--- src/design/assert_macros.svh ---
// ----------------------------------------------------------------------------
// Assertion macros
// Shared concurrent-assertion shorthands, sampled on clk and held off in reset.
// ----------------------------------------------------------------------------
`ifndef ASSERT_MACROS_SVH
`define ASSERT_MACROS_SVH

// Property must hold at every clock edge out of reset.
`define ASSERT_CLK(label, prop, msg) \
  label: assert property (@(posedge clk) disable iff (!rst_n) (prop)) else $error(msg);

// Condition must never be seen at a clock edge out of reset.
`define ASSERT_NEVER(label, cond, msg) \
  label: assert property (@(posedge clk) disable iff (!rst_n) !(cond)) else $error(msg);

`endif

--- src/design/lzss_pkg.sv ---
// ----------------------------------------------------------------------------
// lzss_pkg
// Constants, widths and command/result types shared by the decompressor.
// ----------------------------------------------------------------------------
package lzss_pkg;

  localparam int WIN_LOG2   = 11;
  localparam int WIN_SIZE   = 1 << WIN_LOG2;
  localparam int PAIR_BITS  = 16;
  localparam int LEN_BITS   = PAIR_BITS - WIN_LOG2;
  localparam int MIN_COPY   = 3;
  localparam int MAX_COPY   = (1 << LEN_BITS) - 1 + MIN_COPY;
  localparam int CNT_W      = $clog2(MAX_COPY + 1);
  localparam int HDR_BYTES  = 4;
  localparam int HDR_W      = $clog2(HDR_BYTES + 1);
  localparam int TOKENS     = 8;
  localparam int TOK_W      = $clog2(TOKENS + 1);
  localparam int Q_LOG2     = 2;
  localparam int Q_DEPTH    = 1 << Q_LOG2;

  typedef logic [WIN_LOG2-1:0] win_addr_t;
  typedef logic [CNT_W-1:0]    copy_cnt_t;

  // One decoded token, handed from the front to the back.
  typedef struct packed {
    logic      is_copy;
    logic [7:0] lit_byte;
    win_addr_t src_addr;
    logic      src_ok;
    copy_cnt_t count;
    win_addr_t wr_addr;
    logic      stream_end;
  } cmd_t;

  // One output byte with its tags.
  typedef struct packed {
    logic [7:0] data;
    logic       run_last;
    logic       stream_end;
  } res_t;

endpackage

--- src/design/lzss_out_fifo.sv ---
// ----------------------------------------------------------------------------
// lzss_out_fifo
// Result queue that parts the back from the consumer of output bytes.
// ----------------------------------------------------------------------------
module lzss_out_fifo
  import lzss_pkg::*;
(
  input  logic clk,
  input  logic rst_n,
  input  logic push,
  input  res_t push_data,
  output logic full,
  input  logic pop,
  output res_t head,
  output logic empty
);

  res_t               mem_r [Q_DEPTH];
  logic [Q_LOG2-1:0]  wr_ptr_r, wr_ptr_nxt;
  logic [Q_LOG2-1:0]  rd_ptr_r, rd_ptr_nxt;
  logic [Q_LOG2:0]    cnt_r, cnt_nxt;
  logic               do_push, do_pop;

  assign full    = (cnt_r == (Q_LOG2+1)'(Q_DEPTH));
  assign empty   = (cnt_r == '0);
  assign head    = mem_r[rd_ptr_r];
  assign do_push = push && !full;
  assign do_pop  = pop && !empty;

  always_comb begin
    wr_ptr_nxt = wr_ptr_r + Q_LOG2'(do_push);
    rd_ptr_nxt = rd_ptr_r + Q_LOG2'(do_pop);
    cnt_nxt    = cnt_r + (Q_LOG2+1)'(do_push) - (Q_LOG2+1)'(do_pop);
  end

  always_ff @(posedge clk) begin
    if (!rst_n) begin
      wr_ptr_r <= '0;
      rd_ptr_r <= '0;
      cnt_r    <= '0;
    end else begin
      wr_ptr_r <= wr_ptr_nxt;
      rd_ptr_r <= rd_ptr_nxt;
      cnt_r    <= cnt_nxt;
    end
  end

  always_ff @(posedge clk) begin
    if (do_push) begin
      mem_r[wr_ptr_r] <= push_data;
    end
  end

endmodule

--- config.mk ---
export PLATFORM = sky130hd
export DESIGN_NAME = lzss_out_fifo
export DESIGN_NICKNAME = d
export VERILOG_FILES = /design/src/design/assert_macros.svh /design/src/design/lzss_pkg.sv /design/src/design/lzss_out_fifo.sv
export SDC_FILE = /design/constraint.sdc
export NUM_CORES = 1
export LEC_CHECK = 0
export ABC_AREA = 1
export BUFFER_PORTS_ARGS = -buffer_cell sky130_fd_sc_hd__buf_2
export CORE_MARGIN = 2
export CORE_UTILIZATION = 50
export DETAILED_ROUTE_END_ITERATION = 16
export GPL_TIMING_DRIVEN = 0
export PLACE_DENSITY = 0.81
export REMOVE_ABC_BUFFERS = 1
export SLEW_MARGIN = 25
export SYNTH_ARGS = -nofsm -noshare
export SYNTH_HDL_FRONTEND = slang
export SYNTH_SLANG_ARGS = --single-unit
--- constraint.sdc ---
create_clock -name clk -period 4.2 [get_ports clk]
set_input_delay 0 -clock clk [delete_from_list [all_inputs] [get_ports clk]]
set_output_delay 0 -clock clk [all_outputs]
set_load 0.02 [all_outputs]
==> summary.txt <==
Worst setup path
  – Worst-path fanout max: 23
  – Startpoint types: flop
  – Kind of end point of the critical path: output pin
  – FF-to-FF Start: cnt_r[1]
  – CP Data Required Time: 4.20 ns
  – Crit path arrival time: 2.07 ns
  – CP Launch Point: rd_ptr_r[0]
  – Critical path class: reg -> out

Logic synthesis
  – FF+latch count, synth: between 40 and 50
  – Register area share after synthesis: 71.3%
  – Post-synthesis cell area: 0.00188 mm^2
  – Cells after Synth: 150
  – Avg Synthesized Cell Area: around 13 um^2
  – Distinct cell type count after synthesis: 21
  – Number of synthesis warnings: 0

Detailed routing
  – Starting DRC count in detailed routing: roughly 120
  – Routed WL: 3620 um
  – DR vias: 1254
  – Drt via density: about 5.2
  – Remaining routing DRC violations: 0
  – Total iterations of the first detailed-routing run: 4
  – ANT nets after route: 0
  – WL per Instance: 15.1 um

Hold path
  – Hold crit path type: in -> reg
  – Min-delay src: pop

STA
  – Headroom to the max-slew limit: 41.6%
  – F_max: 484 MHz
  – Final Slew Violations: 0
  – Final Cycle Share: around 49%
  – Hold Vio Cnt, Final: 0
  – Final setup skew: about 0.007 ns
  – Crit path time final: slightly above 2 ns
  – Setup TNS: 0 ns
  – Final setup violation count: 0
  – Slew @ Worst Pin: 0.875 ns
  – Final WS setup: ~2.1 ns
  – RSZ-0062 raised after global routing: false

Floorplanning
  – Die H: 65.3 um
  – Die W: 65.3 um
  – Number of I/O pins: 26
  – Num rows: 22
  – Initial Utilization: 51.8%
  – Core area: 0.00363 mm^2
  – Die area: 0.00427 mm^2

Layout
  – Non-filler instance count after layout: 240
  – Area of the multi-input gates: 463 um^2
  – Most frequent cells in the layout: edfxtp_1, buf_2, nor2_1
  – Sequential Area: between 0.001 and 0.0015 mm^2
  – Inserted Diodes: 0
  – Layout cells sized above 1: 26.0%
  – Core Util, Final: 63.2%
  – Post-layout nets: 208
  – Area growth, synth to finish: 22.1%
  – Finished layout cell area: 0.00230 mm^2
  – Commonest non-fill, non-tap cell in the layout: edfxtp_1
  – Fillers: between 200 and 300

Global route
  – Vias in the first global route: 1226
  – All-layer global routing usage: 19.1%
  – Initial antenna violation count: 0
  – Pin count of the biggest net entering global routing: 24
  – Total gr overflow: 0
  – First-pass GRT wire length: 5980 um

Placed design
  – Placement Setup Slack: 2.35 ns
  – DP Area: 0.00207 mm^2
  – Placed cells: about 220
  – Placer Congestion: 0.746
  – PortBufs: 25
  – HPWL after DPL: 2400 um

CTS
  – Clk root buf: clkbuf_8
  – H-tree Lvls: 2
  – Setup bufs post-CTS: 0
  – CTS Hold Bufs: 11
  – Num CTS Buffers: 5
  – Clk_lat worst skew: about 0.3 ns
  – PostCTS Resize Cnt: 0
  – TritonCTS clock tree: built
  – Clk slew on worst S/H paths: 0.08 ns
  – CTS sink cnt: 47
  – CTS max path bufs: 2

Power
  – Worst VDD drop: 0.325 mV
  – Leakage: 0.886 nW
  – Pwr per Cell Area: between 500 and 600 mW/mm^2

Outcome
  – Outcome: finished, final reports clean

Run
  – Number of max-cap violations: 0
Yosys cell counts:
cell type	n	area (um^2)
o21ai_4	1	16.3
inv_2	3	11.3
o21ai_1	19	95.1
o21ai_0	2	10.0
edfxtp_1	40	1200
dfxtp_1	7	140
nor3_1	4	20.0
ha_1	2	25.0
inv_1	10	37.5
nor2_2	1	6.26
nand3_2	2	20.0
o22ai_1	10	62.6
buf_6	2	22.5
nand4_1	1	6.26
nor2_1	24	90.1
nand2_2	2	12.5
buf_4	2	15.0
buf_2	2	10.0
fa_1	1	20.0
nand2_1	13	48.8
a21oi_1	2	10.0
worst max-delay path, stage by stage (launching register included):
cell	delay, ns
dfxtp_1	0.90
inv_2	0.36
o21ai_0	0.26
o22ai_1	0.08
buf_2	0.16
final timing paths:
path / end / slack [ns] / depth (start not counted)
max: head[8] / 2.13 / 4
min: rd_ptr_r[0] / 0.04 / 3
max reg2reg: cnt_r[2] / 2.35 / 11
min reg2reg: wr_ptr_r[1] / 0.55 / 2
cell families (layout without fill, tap and decap cells):
kind of cell               Yosys count  count (layout)  synth area share, %
and+or+nand+nor                     47              47                 10.8
DFF                                 47              47                 71.3
AOI/OAI and AO/OA                   34              34                 10.3
buffers and inverters               19              61                 5.12
adders and majority gates            3               3                 2.40
layer usage:
metal  global-route usage (%)  share of wire (%)  wire [um]
met2                     33.2                 51       1830
met4                     5.47                1.0         36
met1                     23.5                 43       1540
met5                        0                  0          0
met3                     5.14                5.7        205
power breakdown:
group	switching (W)	leakage [nW]	internal [W]	total [W]
Combinational	0.000266	0.400	0.000138	0.000405
Sequential	0.0000554	0.424	0.000573	0.000628
Clock	0.000141	0.0612	0.000192	0.000333
Total	0.000462	0.886	0.000904	0.00137
cell type report:
cell class,instances,share of cell area (%)
well taps,48,2.62
clock inverters,2,1.53
flip-flops and latches,47,58.4
clock buffers,6,3.60
inverters,13,2.13
multi-input cells,84,20.2
repair buffers,40,11.6
per-stage QoR:
stage,power [W],hold slack (ns)
after floorplan,0.000889,0.0935
after global placement,0.000998,0.211
after detailed placement,0.00104,0.222
after CTS,0.00138,0.0327
after global routing,0.00145,0.0417
final,0.00137,0.0417
state kept, by name (all words and copies together), names as in the netlist:
| signal | flops |
|---|---|
| mem_r | 40 |
| rd_ptr_r | 2 |
| wr_ptr_r | 2 |
| cnt_r | 3 |
No activity file was read; power rests on OpenSTA's default activity.
