$ cat src/design/assert_macros.svh
// ----------------------------------------------------------------------------
// Assertion macros
// Shared concurrent-assertion shorthands, sampled on clk and held off in reset.
// ----------------------------------------------------------------------------
`ifndef ASSERT_MACROS_SVH
`define ASSERT_MACROS_SVH

// Property must hold at every clock edge out of reset.
`define ASSERT_CLK(label, prop, msg) \
  label: assert property (@(posedge clk) disable iff (!rst_n) (prop)) else $error(msg);

// Condition must never be seen at a clock edge out of reset.
`define ASSERT_NEVER(label, cond, msg) \
  label: assert property (@(posedge clk) disable iff (!rst_n) !(cond)) else $error(msg);

`endif

$ cat src/design/lzss_pkg.sv
// ----------------------------------------------------------------------------
// lzss_pkg
// Constants, widths and command/result types shared by the decompressor.
// ----------------------------------------------------------------------------
package lzss_pkg;

  localparam int WIN_LOG2   = 11;
  localparam int WIN_SIZE   = 1 << WIN_LOG2;
  localparam int PAIR_BITS  = 16;
  localparam int LEN_BITS   = PAIR_BITS - WIN_LOG2;
  localparam int MIN_COPY   = 3;
  localparam int MAX_COPY   = (1 << LEN_BITS) - 1 + MIN_COPY;
  localparam int CNT_W      = $clog2(MAX_COPY + 1);
  localparam int HDR_BYTES  = 4;
  localparam int HDR_W      = $clog2(HDR_BYTES + 1);
  localparam int TOKENS     = 8;
  localparam int TOK_W      = $clog2(TOKENS + 1);
  localparam int Q_LOG2     = 2;
  localparam int Q_DEPTH    = 1 << Q_LOG2;

  typedef logic [WIN_LOG2-1:0] win_addr_t;
  typedef logic [CNT_W-1:0]    copy_cnt_t;

  // One decoded token, handed from the front to the back.
  typedef struct packed {
    logic      is_copy;
    logic [7:0] lit_byte;
    win_addr_t src_addr;
    logic      src_ok;
    copy_cnt_t count;
    win_addr_t wr_addr;
    logic      stream_end;
  } cmd_t;

  // One output byte with its tags.
  typedef struct packed {
    logic [7:0] data;
    logic       run_last;
    logic       stream_end;
  } res_t;

endpackage

$ cat src/design/lzss_cmd_fifo.sv
// ----------------------------------------------------------------------------
// lzss_cmd_fifo
// Short queue of decoded tokens between the front and the back.
// ----------------------------------------------------------------------------
module lzss_cmd_fifo
  import lzss_pkg::*;
(
  input  logic clk,
  input  logic rst_n,
  input  logic push,
  input  cmd_t push_data,
  output logic full,
  input  logic pop,
  output cmd_t head,
  output logic empty
);

  `include "assert_macros.svh"

  cmd_t               mem_r [Q_DEPTH];
  logic [Q_LOG2-1:0]  wr_ptr_r, wr_ptr_nxt;
  logic [Q_LOG2-1:0]  rd_ptr_r, rd_ptr_nxt;
  logic [Q_LOG2:0]    cnt_r, cnt_nxt;
  logic               do_push, do_pop;

  assign full    = (cnt_r == (Q_LOG2+1)'(Q_DEPTH));
  assign empty   = (cnt_r == '0);
  assign head    = mem_r[rd_ptr_r];
  assign do_push = push && !full;
  assign do_pop  = pop && !empty;

  always_comb begin
    wr_ptr_nxt = wr_ptr_r + Q_LOG2'(do_push);
    rd_ptr_nxt = rd_ptr_r + Q_LOG2'(do_pop);
    cnt_nxt    = cnt_r + (Q_LOG2+1)'(do_push) - (Q_LOG2+1)'(do_pop);
  end

  always_ff @(posedge clk) begin
    if (!rst_n) begin
      wr_ptr_r <= '0;
      rd_ptr_r <= '0;
      cnt_r    <= '0;
    end else begin
      wr_ptr_r <= wr_ptr_nxt;
      rd_ptr_r <= rd_ptr_nxt;
      cnt_r    <= cnt_nxt;
    end
  end

  always_ff @(posedge clk) begin
    if (do_push) begin
      mem_r[wr_ptr_r] <= push_data;
    end
  end

  `ASSERT_NEVER(cmdq_no_overflow, push && full, "token pushed into a full queue")
  `ASSERT_CLK(cmdq_ptr_gap, (cnt_r == '0 || cnt_r == (Q_LOG2+1)'(Q_DEPTH)) |-> (wr_ptr_r == rd_ptr_r), "queue count disagrees with pointers")

endmodule

$ cat config.mk
export PLATFORM = sky130hd
export DESIGN_NAME = lzss_cmd_fifo
export DESIGN_NICKNAME = d
export VERILOG_FILES = /design/src/design/lzss_pkg.sv /design/src/design/lzss_cmd_fifo.sv
export VERILOG_INCLUDE_DIRS = /design/src /design/src/design
export SDC_FILE = /design/constraint.sdc
export NUM_CORES = 1
export LEC_CHECK = 0
export BUFFER_PORTS_ARGS = -buffer_cell sky130_fd_sc_hd__buf_2
export CAP_MARGIN = 40
export CORE_ASPECT_RATIO = 1.5
export CORE_MARGIN = 4
export CORE_UTILIZATION = 55
export DETAILED_ROUTE_END_ITERATION = 10
export PLACE_DENSITY = 0.85
export SLEW_MARGIN = 40
export SYNTH_ARGS = -nofsm -noshare
export SYNTH_HDL_FRONTEND = slang
export SYNTH_SLANG_ARGS = --single-unit
$ cat constraint.sdc
create_clock -name clk -period 5.74 [get_ports clk]
set_input_delay 1.148 -clock clk [delete_from_list [all_inputs] [get_ports clk]]
set_output_delay 1.148 -clock clk [all_outputs]
set_load 0.02 [all_outputs]
==> run metrics <==
outcome=finished, final reports clean; Synth cell types=22; clk slew on worst S/H paths=about 60 ps; Hold WS=between 600 and 700 ps; max layer used=met4; headroom to the max-slew limit=0.590; Leak=between 2 and 2.5 nW; CTS Buf Count=17; Max Clk Rate=~300 MHz; Crit path largest cell delay=about 730 ps; Fillers=~650; via count=about 2,700; pre-CTS worst setup slack=around 2700 ps; syn_nets=285; buffers and inverters on the worst path=2; element type at the critical path end=output port; Mapped Area=a little over 6000 µm²; Slew @ Worst Pin=615 ps; initial antenna violation count=0; Ports=between 80 and 90; number of synthesized register bits=between 150 and 200; Fin. Hold Viols=0; Post-CTS Resized=0; setup violators final=0; WL per Instance=21.3 µm; Final period util=0.593; DRC=0; Clock Skew=about 4.8 ps; CP Capture Point=head[6]; Max Cap Violations=0; delay-heaviest family, CP=flip-flops; r2r endpoint=mem_r[1][6]; Pre-Repair DR Iteration Count=4; Post-CTS Setup Repair Bufs=0; Tmin final=3400 ps; H-tree levels=4; Slew Viols, Final=0; post-synthesis xor/xnor area fraction=0.00868; Core ar.=about 11,000 µm²; vias in the first global route=roughly 2,900; commonest non-fill, non-tap cell in the layout=edfxtp_1; die width=about 94 µm; worst reg2reg path depth=4; Setup CP Type=reg2out; clock root buffer=clkbuf_16; crit-path cells=buf_4 -> mux4_2 -> buf_2; PortBufs=83; Syn Area/Cell=approximately 25 µm²; Seq/Total Area, Yosys=0.797; GRT overflow=0; maximum VDD drop=approximately 0.3 mV; Placer Congestion=between 0.7 and 0.8; cts hold-fix bufs=0; proportion of synthesized area in mux cells=0.146; setup slack, reg-to-reg=roughly 3600 ps; Core Rows=46; Worst EP arrival=between 2000 and 2500 ps; CTS tree=yes; CTS max path bufs=2; Post-Synth Adder-Cell Area=0.00744; setup_tns=0 ps; later-pin clock latency in the skew report=around 410 ps; routed wl met3=between 500 and 600 µm; ANT cells=0; metal2 WL=around 5600 µm; post-synthesis simple-gate area fraction=0.0178; GR Util All Layers=0.177; Worst Hold Class=reg2reg; Worst EP required=around 4600 ps; Worst path depth=3; largest family of logic cells by synthesized area=multiplexers; first-pass GRT wire length=between 15,000 and 20,000 µm; Crit. Startpoint=rd_ptr_r[0]; Critical R2R Launch=cnt_r[2]; clk sinks=163; post-synthesis compound-gate area fraction=0.00351; Worst setup SP type=flip-flop; synthesized instance count=about 240; Die ar.=~13,000 µm²; commonest non-fill, non-tap cells in the layout=edfxtp_1, buf_2, mux4_2, clkbuf_16, and2_1; CP max FO=30; post-route ant nets=0; die height=136 µm; CP max-delay cell=dfxtp_4; unrepaired setup endpoints after global routing=false; Synth-to-Final Area Change=19.6%; post-DR vias/cell=~5.5; initial core utilization=0.568; power density cells=between 400 and 500 nW/µm²; Routed WL=around 11,000 µm; setup slack after layout=2340 ps; HPWL after detailed placement=6270 µm; yosys warns=0; share of cells above drive strength 1=0.470; Post-Route M1 WL=between 4000 and 5000 µm; Initial DRC Count=222; largest net degree at the start of global routing=41; Final Net Count=383
[power breakdown]
| part | total, mW | leakage (nW) | switching [mW] | internal, mW |
|---|---|---|---|---|
| logic | 0.745 | 0.664 | 0.399 | 0.346 |
| registers | 1.56 | 1.49 | 0.112 | 1.45 |
| clock network | 1.20 | 0.306 | 0.427 | 0.773 |
[stage by stage]
stage / instances / utilization / power (mW) / instance area (µm²)
detailed placement: 462 / 0.620 / 2.35 / 6600
floorplan: 239 / - / 2.15 / 6050
global route: 493 / 0.680 / 3.65 / 7240
finish: 493 / 0.680 / 3.51 / 7240
global placement: 462 / 0.619 / 2.33 / 6590
CTS: 493 / 0.680 / 3.55 / 7240
[cells by family (layout without fill, tap and decap cells)]
group	after synthesis	count (layout)
buffers and inverters	11	121
muxes	39	39
and+or+nand+nor	15	15
adders and majority gates	3	3
DFF	163	163
AOI/OAI and AO/OA	2	2
xor gates and xnor gates	6	6
[cells in the mapped netlist (all sizes together)]
cell type,count,area (µm²)
edfxtp,156,4680
mux4,39,882
buf,9,111
and2,7,43.8
dfxtp,7,140
xnor2,5,43.8
nor3b,3,27.5
ha,2,25.0
inv,2,7.50
nand2b,2,20.0
nor3,2,10.0
and3,1,6.26
fa,1,20.0
o311ai,1,8.76
o31ai,1,12.5
xor2,1,8.76
[worst min-delay path by stage]
stage                     start  cells after the start          end
floorplan           wr_ptr_r[1]                      2  wr_ptr_r[1]
global placement    wr_ptr_r[1]                      2  wr_ptr_r[1]
detailed placement  wr_ptr_r[1]                      2  wr_ptr_r[1]
CTS                 wr_ptr_r[1]                      2  wr_ptr_r[1]
global route        wr_ptr_r[1]                      2  wr_ptr_r[1]
finish              wr_ptr_r[1]                      2  wr_ptr_r[1]
[registers in the layout, indices dropped and copies added (netlist names)]
name and cells:
rd_ptr_r 2, mem_r 156, wr_ptr_r 2, cnt_r 3
[area by class of cell]
class                           instances  area [µm²]  area share
Clock inverter                         12         205      0.0283
Timing Repair Buffer                   88         453      0.0626
Multi-Input combinational cell         65        1130       0.156
Sequential cell                       163        4830       0.667
Tap cell                              144         180      0.0249
Clock buffer                           19         433      0.0598
Inverter                                2        7.51     0.00104
[worst min-delay path: cells and delay by family, from the launching register on]
kind | cells | cell delay, ps
flip-flops | 1 | 370
XOR/XNOR | 1 | 140
AND/OR/NAND/NOR | 1 | 140
[layer usage]
| metal | track usage | vias to the layer above |
|---|---|---|
| li1 | - | 1210 |
| met1 | 0.221 | 1404 |
| met2 | 0.294 | 86 |
| met3 | 0.0565 | 13 |
| met4 | 0.0651 | 0 |
| met5 | 0 | - |
Power figures use the tool's default switching activity.
