File: src/design/assert_macros.svh
// ----------------------------------------------------------------------------
// Assertion macros
// Shared concurrent-assertion shorthands, sampled on clk and held off in reset.
// ----------------------------------------------------------------------------
`ifndef ASSERT_MACROS_SVH
`define ASSERT_MACROS_SVH

// Property must hold at every clock edge out of reset.
`define ASSERT_CLK(label, prop, msg) \
  label: assert property (@(posedge clk) disable iff (!rst_n) (prop)) else $error(msg);

// Condition must never be seen at a clock edge out of reset.
`define ASSERT_NEVER(label, cond, msg) \
  label: assert property (@(posedge clk) disable iff (!rst_n) !(cond)) else $error(msg);

`endif

File: src/design/lzss_pkg.sv
// ----------------------------------------------------------------------------
// lzss_pkg
// Constants, widths and command/result types shared by the decompressor.
// ----------------------------------------------------------------------------
package lzss_pkg;

  localparam int WIN_LOG2   = 11;
  localparam int WIN_SIZE   = 1 << WIN_LOG2;
  localparam int PAIR_BITS  = 16;
  localparam int LEN_BITS   = PAIR_BITS - WIN_LOG2;
  localparam int MIN_COPY   = 3;
  localparam int MAX_COPY   = (1 << LEN_BITS) - 1 + MIN_COPY;
  localparam int CNT_W      = $clog2(MAX_COPY + 1);
  localparam int HDR_BYTES  = 4;
  localparam int HDR_W      = $clog2(HDR_BYTES + 1);
  localparam int TOKENS     = 8;
  localparam int TOK_W      = $clog2(TOKENS + 1);
  localparam int Q_LOG2     = 2;
  localparam int Q_DEPTH    = 1 << Q_LOG2;

  typedef logic [WIN_LOG2-1:0] win_addr_t;
  typedef logic [CNT_W-1:0]    copy_cnt_t;

  // One decoded token, handed from the front to the back.
  typedef struct packed {
    logic      is_copy;
    logic [7:0] lit_byte;
    win_addr_t src_addr;
    logic      src_ok;
    copy_cnt_t count;
    win_addr_t wr_addr;
    logic      stream_end;
  } cmd_t;

  // One output byte with its tags.
  typedef struct packed {
    logic [7:0] data;
    logic       run_last;
    logic       stream_end;
  } res_t;

endpackage

File: src/design/lzss_front.sv
// ----------------------------------------------------------------------------
// lzss_front
// Parses header, flag and token bytes and issues literal/copy commands.
// ----------------------------------------------------------------------------
module lzss_front
  import lzss_pkg::*;
(
  input  logic       clk,
  input  logic       rst_n,
  input  logic       in_valid,
  input  logic [7:0] in_data,
  output logic       cmd_push,
  output cmd_t       cmd_data
);

  `include "assert_macros.svh"

  logic [HDR_W-1:0] hdr_cnt_r, hdr_cnt_nxt;
  logic [31:0]      remain_r, remain_nxt;
  logic [31:0]      wcount_r, wcount_nxt;
  logic [7:0]       flag_r, flag_nxt;
  logic [TOK_W-1:0] tok_r, tok_nxt;
  logic [7:0]       pair_lo_r, pair_lo_nxt;
  logic             pend_r, pend_nxt;

  logic [PAIR_BITS-1:0] pair;
  win_addr_t            offset;
  copy_cnt_t            len;
  copy_cnt_t            cnt;
  logic                 len_covers;
  logic                 past_window;
  logic [31:0]          hdr_word;

  always_comb begin
    pair        = {in_data, pair_lo_r};
    offset      = pair[WIN_LOG2-1:0];
    len         = CNT_W'(pair[PAIR_BITS-1:WIN_LOG2]) + CNT_W'(MIN_COPY);
    len_covers  = (remain_r <= 32'(len));
    cnt         = len_covers ? remain_r[CNT_W-1:0] : len;
    past_window = (wcount_r > 32'(WIN_SIZE));
    hdr_word    = (hdr_cnt_r == '0) ? 32'(in_data)
                : (remain_r | (32'(in_data) << {hdr_cnt_r[1:0], 3'b000}));
  end

  always_comb begin
    hdr_cnt_nxt = hdr_cnt_r;
    remain_nxt  = remain_r;
    wcount_nxt  = wcount_r;
    flag_nxt    = flag_r;
    tok_nxt     = tok_r;
    pair_lo_nxt = pair_lo_r;
    pend_nxt    = pend_r;
    cmd_push    = 1'b0;
    cmd_data    = '0;
    cmd_data.wr_addr = wcount_r[WIN_LOG2-1:0];

    if (in_valid) begin
      if (hdr_cnt_r != HDR_W'(HDR_BYTES)) begin
        // header: accumulate the length little-endian
        remain_nxt  = hdr_word;
        hdr_cnt_nxt = hdr_cnt_r + HDR_W'(1);
        if (hdr_cnt_r == HDR_W'(HDR_BYTES - 1)) begin
          wcount_nxt = '0;
          tok_nxt    = TOK_W'(TOKENS);
          pend_nxt   = 1'b0;
          if (hdr_word == '0) begin
            hdr_cnt_nxt = '0;
          end
        end
      end else if (tok_r == TOK_W'(TOKENS)) begin
        flag_nxt = in_data;
        tok_nxt  = '0;
      end else if (pend_r) begin
        // second pair byte: issue a copy, cut at the declared length
        cmd_push            = 1'b1;
        cmd_data.is_copy    = 1'b1;
        cmd_data.count      = cnt;
        cmd_data.src_ok     = past_window || (32'(offset) < wcount_r);
        cmd_data.src_addr   = past_window ? (wcount_r[WIN_LOG2-1:0] + offset) : offset;
        cmd_data.stream_end = len_covers;
        pend_nxt   = 1'b0;
        tok_nxt    = tok_r + TOK_W'(1);
        wcount_nxt = wcount_r + 32'(cnt);
        remain_nxt = remain_r - 32'(cnt);
        if (len_covers) begin
          hdr_cnt_nxt = '0;
          tok_nxt     = TOK_W'(TOKENS);
        end
      end else if (!flag_r[tok_r[TOK_W-2:0]]) begin
        cmd_push            = 1'b1;
        cmd_data.lit_byte   = in_data;
        cmd_data.count      = CNT_W'(1);
        cmd_data.stream_end = (remain_r == 32'd1);
        tok_nxt    = tok_r + TOK_W'(1);
        wcount_nxt = wcount_r + 32'd1;
        remain_nxt = remain_r - 32'd1;
        if (remain_r == 32'd1) begin
          hdr_cnt_nxt = '0;
          tok_nxt     = TOK_W'(TOKENS);
        end
      end else begin
        pair_lo_nxt = in_data;
        pend_nxt    = 1'b1;
      end
    end
  end

  always_ff @(posedge clk) begin
    if (!rst_n) begin
      hdr_cnt_r <= '0;
      remain_r  <= '0;
      wcount_r  <= '0;
      flag_r    <= '0;
      tok_r     <= TOK_W'(TOKENS);
      pend_r    <= 1'b0;
    end else begin
      hdr_cnt_r <= hdr_cnt_nxt;
      remain_r  <= remain_nxt;
      wcount_r  <= wcount_nxt;
      flag_r    <= flag_nxt;
      tok_r     <= tok_nxt;
      pend_r    <= pend_nxt;
    end
  end

  always_ff @(posedge clk) begin
    pair_lo_r <= pair_lo_nxt;
  end

  `ASSERT_CLK(front_end_rearms, (cmd_push && cmd_data.stream_end) |=> (hdr_cnt_r == '0), "header not rearmed after stream end")
  `ASSERT_NEVER(front_body_has_room, (hdr_cnt_r == HDR_W'(HDR_BYTES)) && (remain_r == '0), "body open with nothing left to write")

endmodule

File: config.mk
export PLATFORM = sky130hd
export DESIGN_NAME = lzss_front
export DESIGN_NICKNAME = d
export VERILOG_FILES = /design/src/design/lzss_pkg.sv /design/src/design/lzss_front.sv
export VERILOG_INCLUDE_DIRS = /design/src /design/src/design
export SDC_FILE = /design/constraint.sdc
export NUM_CORES = 1
export LEC_CHECK = 0
export BUFFER_PORTS_ARGS = -buffer_cell sky130_fd_sc_hd__buf_2
export CORE_MARGIN = 1
export CORE_UTILIZATION = 40
export CTS_BUF_LIST = sky130_fd_sc_hd__clkbuf_8
export DETAILED_ROUTE_END_ITERATION = 8
export PLACE_DENSITY = 0.65
export SKIP_LAST_GASP = 1
export SYNTH_ARGS = -nofsm -noshare
export SYNTH_HDL_FRONTEND = slang
export SYNTH_SLANG_ARGS = --single-unit
File: constraint.sdc
create_clock -name clk -period 7 [get_ports clk]
set_input_delay 1.05 -clock clk [delete_from_list [all_inputs] [get_ports clk]]
set_output_delay 1.05 -clock clk [all_outputs]
set_load 0.01 [all_outputs]
==> results of run 1 <==
worst min path at each step:
stage	from	end	slack (ns)	depth (start not counted)
2_1_floorplan	remain_r[27]	remain_r[27]	0.44	1
3_3_place_gp	remain_r[27]	remain_r[27]	0.45	1
3_5_place_dp	remain_r[27]	remain_r[27]	0.46	1
4_1_cts	remain_r[27]	remain_r[27]	0.48	1
5_1_grt	remain_r[29]	remain_r[29]	0.52	1
6_report	remain_r[27]	remain_r[27]	0.49	1
layout make-up:
type / instances / area share
clock buffers: 9 / 0.01669
clock inverters: 7 / 0.007923
inverters: 49 / 0.02478
multi-input cells: 687 / 0.6236
flip-flops and latches: 88 / 0.2481
well taps: 220 / 0.03709
repair buffers: 58 / 0.04181
synth_stat cells (all sizes together), types with 9 or more instances:
cell type	instances	area [um^2]
a21boi	12	90.09
or4	9	71.32
dfxtp	80	1602
and2	12	75.07
nor4	21	137.6
or3	12	75.07
inv	49	183.9
ha	46	575.6
a211oi	21	162.6
nand2	56	220.2
clkbuf	47	176.4
a21oi	56	280.3
and3	17	106.4
nor2	85	319.1
buf	17	120.1
xor2	14	122.6
xnor2	29	254.0
nor2b	29	181.4
nor3	27	146.4
o211ai	10	75.07
nand4	10	62.56
o21ai	53	265.3
mux2i	10	100.1
a31oi	11	68.82
nand3	22	110.1
o21a	11	82.58
per-layer routing:
layer / vias up / global-route usage / routed length, um
li1: 3255 / - / -
met1: 3167 / 0.3114 / 9371
met2: 256 / 0.3604 / 9127
met3: 31 / 0.03044 / 1287
met4: 0 / 0.08207 / 384
met5: - / 0 / 0
report_power, final:
group          total (W)  leakage (nW)  switching, W  internal, W
Clock           0.000353        0.0944      0.000217     0.000136
Combinational    0.00113          2.13      0.000712     0.000415
Sequential      0.000613         0.719     0.0000665     0.000546
Total            0.00209          2.95      0.000996      0.00110
registers in the layout, summed over array words and instances (netlist names):
signal,count
flag_r,8
hdr_cnt_r,3
pair_lo_r,8
pend_r,1
remain_r,32
tok_r,4
wcount_r,32
metrics by stage:
step                  util  total power, W  cells
global placement    0.4320        0.001711   1102
detailed placement  0.4320        0.001722   1102
floorplan                -        0.001461    888
finish              0.4429        0.002093   1118
CTS                 0.4429        0.002077   1118
global route        0.4429        0.002226   1118
cell families after synthesis:
| logic type | Yosys count |
|---|---|
| and+or+nand+nor | 320 |
| buffers and inverters | 113 |
| AOI/OAI and AO/OA | 260 |
| muxes | 15 |
| adders and majority gates | 49 |
| xor gates and xnor gates | 43 |
| DFF | 88 |
critical path, stage by stage:
cell       delay [ns]
buf_2            0.36
inv_1            0.16
ha_1             0.25
nor2_1           0.13
xnor2_1          0.10
ha_1             0.29
nand4bb_1        0.13
nor4_1           0.39
o21bai_2         0.27
nand2_2          0.15
mux2i_1          0.32
nand2_1          0.10
ha_1             0.22
inv_1            0.07
fa_1             0.18
nor2b_1          0.07
o31a_1           0.26
o21a_1           0.19
o211ai_1         0.74
nor3_1           0.17
xnor2_1          0.18
nor2_1           0.05
==> results.sh, run 1 <==
export IMPL_worst_ep_arrival_time_ns=5.85
export IMPL_hpwl_um=13990
export IMPL_coreArea_um2=16760
export IMPL_synth_xor_area_frac=0.05426
export IMPL_grt_total_usage=0.2267
export IMPL_antenna_found_initial=0
export IMPL_detail_route_wl_per_cell_um=18.04
export IMPL_tns_ns=0
export IMPL_initial_core_util=0.4141
export IMPL_viasPerCell=6.001
export IMPL_timing_hold_ws_ns=0.4861
export IMPL_reg2regPathDepth=17
export IMPL_clockBufferDepth=2
export IMPL_pre_cts_ws_ns=1.020
export IMPL_postPlaceCellArea_um2=7239
export IMPL_synth_compound_area_frac=0.2546
export IMPL_layout_drive_gt1_share=0.1080
export IMPL_leakagePower_nw=2.948
export IMPL_rsz0062_at_grt="false"
export IMPL_r2r_start="remain_r[11]"
export IMPL_synth_cells=888
export IMPL_syn_num_nets=948
export IMPL_ys_seq_elements=88
export IMPL_r2r_slack_ns=2.01
export IMPL_synth_edf_count=8
export IMPL_postRouteAntennaNets=0
export IMPL_final_fill_count=1730
export IMPL_cts_buffers=9
export IMPL_cts_max_level=3
export IMPL_grt_pass1_wl_um=32050
export IMPL_grt_pass1_vias=6127
export IMPL_cts_sinks=88
export IMPL_synth_top_family_by_area="compound AO/OA/AOI/OAI gates"
export IMPL_regArea_um2=1842
export IMPL_die_area_um2=17880
export IMPL_fp_dieW_um=133.7
export IMPL_crit_start="in_data[3]"
export IMPL_layout_common_cells="nor2_1 (84), dfxtp_1 (80), a21oi_1 (55), nand2_1 (54), buf_2 (50)"
export IMPL_grt_max_degree=61
export IMPL_drv_cap=0
export IMPL_hold_class="register to register"
export IMPL_worst_skew_pair_late_latency_ns=0.40
export IMPL_hold_buffers=0
export IMPL_synth_avg_cell_area_um2=7.816
export IMPL_cts_setup_buffers=0
export IMPL_finClkSkew_ns=0.01027
export IMPL_io_pin_count=51
export IMPL_syn_to_final_growth_pct=6.941
export IMPL_path_clk_slew_ns=0.10
export IMPL_crit_end="wcount_r[24]"
export IMPL_yosys_mux_area_fraction=0.02578
export IMPL_gp_congestion=0.9207
export IMPL_post_cts_resized=0
export IMPL_grt_ovfl_total=0
export IMPL_mostFrequentLayoutCell="nor2_1"
export IMPL_fp_dieH_um=133.7
export IMPL_ys_seq_area_frac=0.2654
export IMPL_power_density_nw_per_um2=282.0
export IMPL_path_class="input port to register"
export IMPL_yosys_warnings=0
export IMPL_cp_max_fo=14
export IMPL_synthFlopType="dfxtp_1"
export IMPL_vdd_ir_drop_max_uv=169.8
export IMPL_final_nets=953
export IMPL_critPathLaunchType="input port"
export IMPL_synth_adder_area_share=0.09158
export IMPL_first_iter_violations=565
export IMPL_crit_required_ns=7.26
export IMPL_slew_violations=0
export IMPL_cts_tree="done"
export IMPL_drc_errors=0
export IMPL_hold_viol=0
export IMPL_firstDrtPassIters=5
export IMPL_antennaDiodeCount=0
export IMPL_finalSetupViolations=0
export IMPL_stdcell_area_um2=7422
export IMPL_r2r_end="wcount_r[24]"
export IMPL_synth_area_um2=6940
export IMPL_period_needed_ns=5.594
export IMPL_synth_distinct_cells=79
export IMPL_numPortBuffers=50
export IMPL_worst_pin_slew_ns=1.062
export IMPL_outcome="finished, final reports clean"
export IMPL_worst_slew_margin_rel=0.2919
export IMPL_multi_input_area_um2=4628
export IMPL_vias=6709
export IMPL_synthArstFlopShare=0
export IMPL_worst_setup_path_end_kind="register"
export IMPL_routed_wl_um=20170
export IMPL_fmax_ghz=0.1788
export IMPL_synth_simple_area_share=0.2392
export IMPL_timing_final_crit_share=0.7992
export IMPL_row_count=47
export IMPL_cts_root_buf="clkbuf_8"
export IMPL_finalWorstSetupSlack_ns=1.406
Note: power is estimated with default switching activity, not from simulation.
==> run 2: changes to the inputs <==
==> constraint.sdc (replaced) <==
create_clock -name clk -period 5.6 [get_ports clk]
set_input_delay 0.84 -clock clk [delete_from_list [all_inputs] [get_ports clk]]
set_output_delay 0.84 -clock clk [all_outputs]
set_load 0.01 [all_outputs]
==> run 2 against run 1 <==
Clock skew rose by 0.0086 ns. Utilization rose by 0.51 points. Hold slack got worse by 0.0034 ns. Wire length rose by 3.1%. Sequential share of layout area fell by 0.28 points. Worst setup slack got worse by 0.73 ns. Sequential power rose by 25%. Power rose by 29%. Cell count rose by 0.81%. Flip-flop and latch count did not move. Critical path type unchanged. Critical endpoint is now wcount_r[20]. Largest power group unchanged.
==> results.sh, run 2 (same netlist as run 1, synthesis figures left out) <==
export IMPL_grt_total_usage=0.2373
export IMPL_grt_max_degree=41
export IMPL_cts_root_buf="clkbuf_8"
export IMPL_layout_common_cells="nor2_1 (84), dfxtp_1 (80), a21oi_1 (55), nand2_1 (54), buf_2 (50)"
export IMPL_drc_errors=0
export IMPL_leakagePower_nw=3.001
export IMPL_initial_core_util=0.4141
export IMPL_fmax_ghz=0.2033
export IMPL_grt_pass1_vias=6245
export IMPL_fp_dieH_um=133.7
export IMPL_vias=6796
export IMPL_period_needed_ns=4.920
export IMPL_cts_sinks=88
export IMPL_worst_setup_path_end_kind="register"
export IMPL_worst_skew_pair_late_latency_ns=0.40
export IMPL_coreArea_um2=16760
export IMPL_clockBufferDepth=2
export IMPL_viasPerCell=6.030
export IMPL_final_nets=962
export IMPL_numPortBuffers=50
export IMPL_postRouteAntennaNets=0
export IMPL_cts_max_level=3
export IMPL_path_clk_slew_ns=0.09
export IMPL_totalPowerFinal_w=0.002696
export IMPL_worst_ep_arrival_time_ns=5.23
export IMPL_gp_congestion=0.9157
export IMPL_cp_slowest_stage_delay_ns=0.41
export IMPL_largestRegisters="remain_r x32, wcount_r x32"
export IMPL_crit_required_ns=5.91
export IMPL_timing_hold_ws_ns=0.4827
export IMPL_critical_path_top_delay_family="simple AND/OR/NAND/NOR gates"
export IMPL_worst_slew_margin_rel=0.3039
export IMPL_cts_setup_buffers=0
export IMPL_layout_drive_gt1_share=0.1169
export IMPL_cts_tree="done"
export IMPL_die_area_um2=17880
export IMPL_antenna_found_initial=0
export IMPL_crit_buf_inv=3
export IMPL_pre_cts_ws_ns=0.3137
export IMPL_critPathLaunchType="input port"
export IMPL_firstDrtPassIters=5
export IMPL_routed_wl_um=20800
export IMPL_outcome="finished, final reports clean"
export IMPL_io_pin_count=51
export IMPL_tns_ns=0
export IMPL_cp_max_fo=9
export IMPL_slew_violations=0
export IMPL_grt_pass1_wl_um=33530
export IMPL_rsz0062_at_grt="false"
export IMPL_row_count=47
export IMPL_first_iter_violations=593
export IMPL_path_class="input port to register"
export IMPL_syn_to_final_growth_pct=8.167
export IMPL_antennaDiodeCount=0
export IMPL_path_cells="buf_2, inv_1, ha_1, nor2_1, xnor2_1, ha_1, nand4bb_1, nor4_1, o21bai_2, nand2_2, mux2_2, or2_1, fa_1, nor2b_1, o31a_1, o21a_1, o211ai_1, buf_4, or3_1, a21oi_1"
export IMPL_finalWorstSetupSlack_ns=0.6805
export IMPL_hold_viol=0
export IMPL_critPathMostFrequentCell="ha_1"
export IMPL_finalSetupViolations=0
export IMPL_drv_cap=0
export IMPL_finish_utilization=0.4479
export IMPL_worst_pin_slew_ns=1.044
export IMPL_detail_route_wl_per_cell_um=18.45
export IMPL_hpwl_um=14600
export IMPL_grt_ovfl_total=0
export IMPL_slowest_stage="fa_1"
export IMPL_hold_class="register to register"
export IMPL_power_density_nw_per_um2=359.1
export IMPL_mostFrequentLayoutCell="nor2_1"
export IMPL_finClkSkew_ns=0.01891
export IMPL_post_cts_resized=0
export IMPL_vdd_ir_drop_max_uv=214.1
export IMPL_fp_dieW_um=133.7
export IMPL_timing_final_crit_share=0.8785
export IMPL_hold_buffers=0
export IMPL_cts_buffers=9
==> run 2: cell count changes in the layout (fill, tap and decap cells not counted), sizes merged <==
cell / previous run / this run
buf: 58 / 67
inv: 54 / 52
bufinv: 0 / 1
clkinv: 1 / 3
clkinvlp: 1 / 0
==> run 2: stage by stage <==
| step | cell area [um^2] | cells |
|---|---|---|
| 6_report | 7507 | 1127 |
| 5_1_grt | 7507 | 1127 |
| 4_1_cts | 7507 | 1127 |
| 3_5_place_dp | 7307 | 1111 |
| 3_3_place_gp | 7307 | 1111 |
| 2_1_floorplan | 6940 | 888 |
==> run 2: layout make-up <==
type / count / area (um^2)
Clock buffer: 9 / 123.9
Clock inverter: 7 / 76.32
Fill cell: 1707 / 9253
Inverter: 49 / 183.9
Multi-Input combinational cell: 687 / 4628
Sequential cell: 88 / 1842
Tap cell: 220 / 275.3
Timing Repair Buffer: 67 / 377.9
==> run 2: worst paths after layout <==
kind | start | end | slack, ns | depth (start not counted)
worst max-delay path | in_data[3] | wcount_r[20] | 0.68 | 20
worst min-delay path | remain_r[29] | remain_r[29] | 0.48 | 1
worst max register to register | remain_r[10] | wcount_r[20] | 0.98 | 16
worst min register to register | remain_r[29] | remain_r[29] | 0.48 | 1
==> run 2: power by group <==
part / internal, W / switching, W
registers: 0.000683 / 0.0000840
logic: 0.000544 / 0.000914
clock network: 0.000210 / 0.000261
total: 0.00144 / 0.00126
==> run 2: layer usage <==
layer / vias to the layer above / global-route usage / share of wire
li1: 3275 / - / -
met1: 3217 / 0.3097 / 0.44
met2: 265 / 0.3837 / 0.47
met3: 39 / 0.04947 / 0.069
met4: 0 / 0.08649 / 0.025
met5: - / 0 / 0
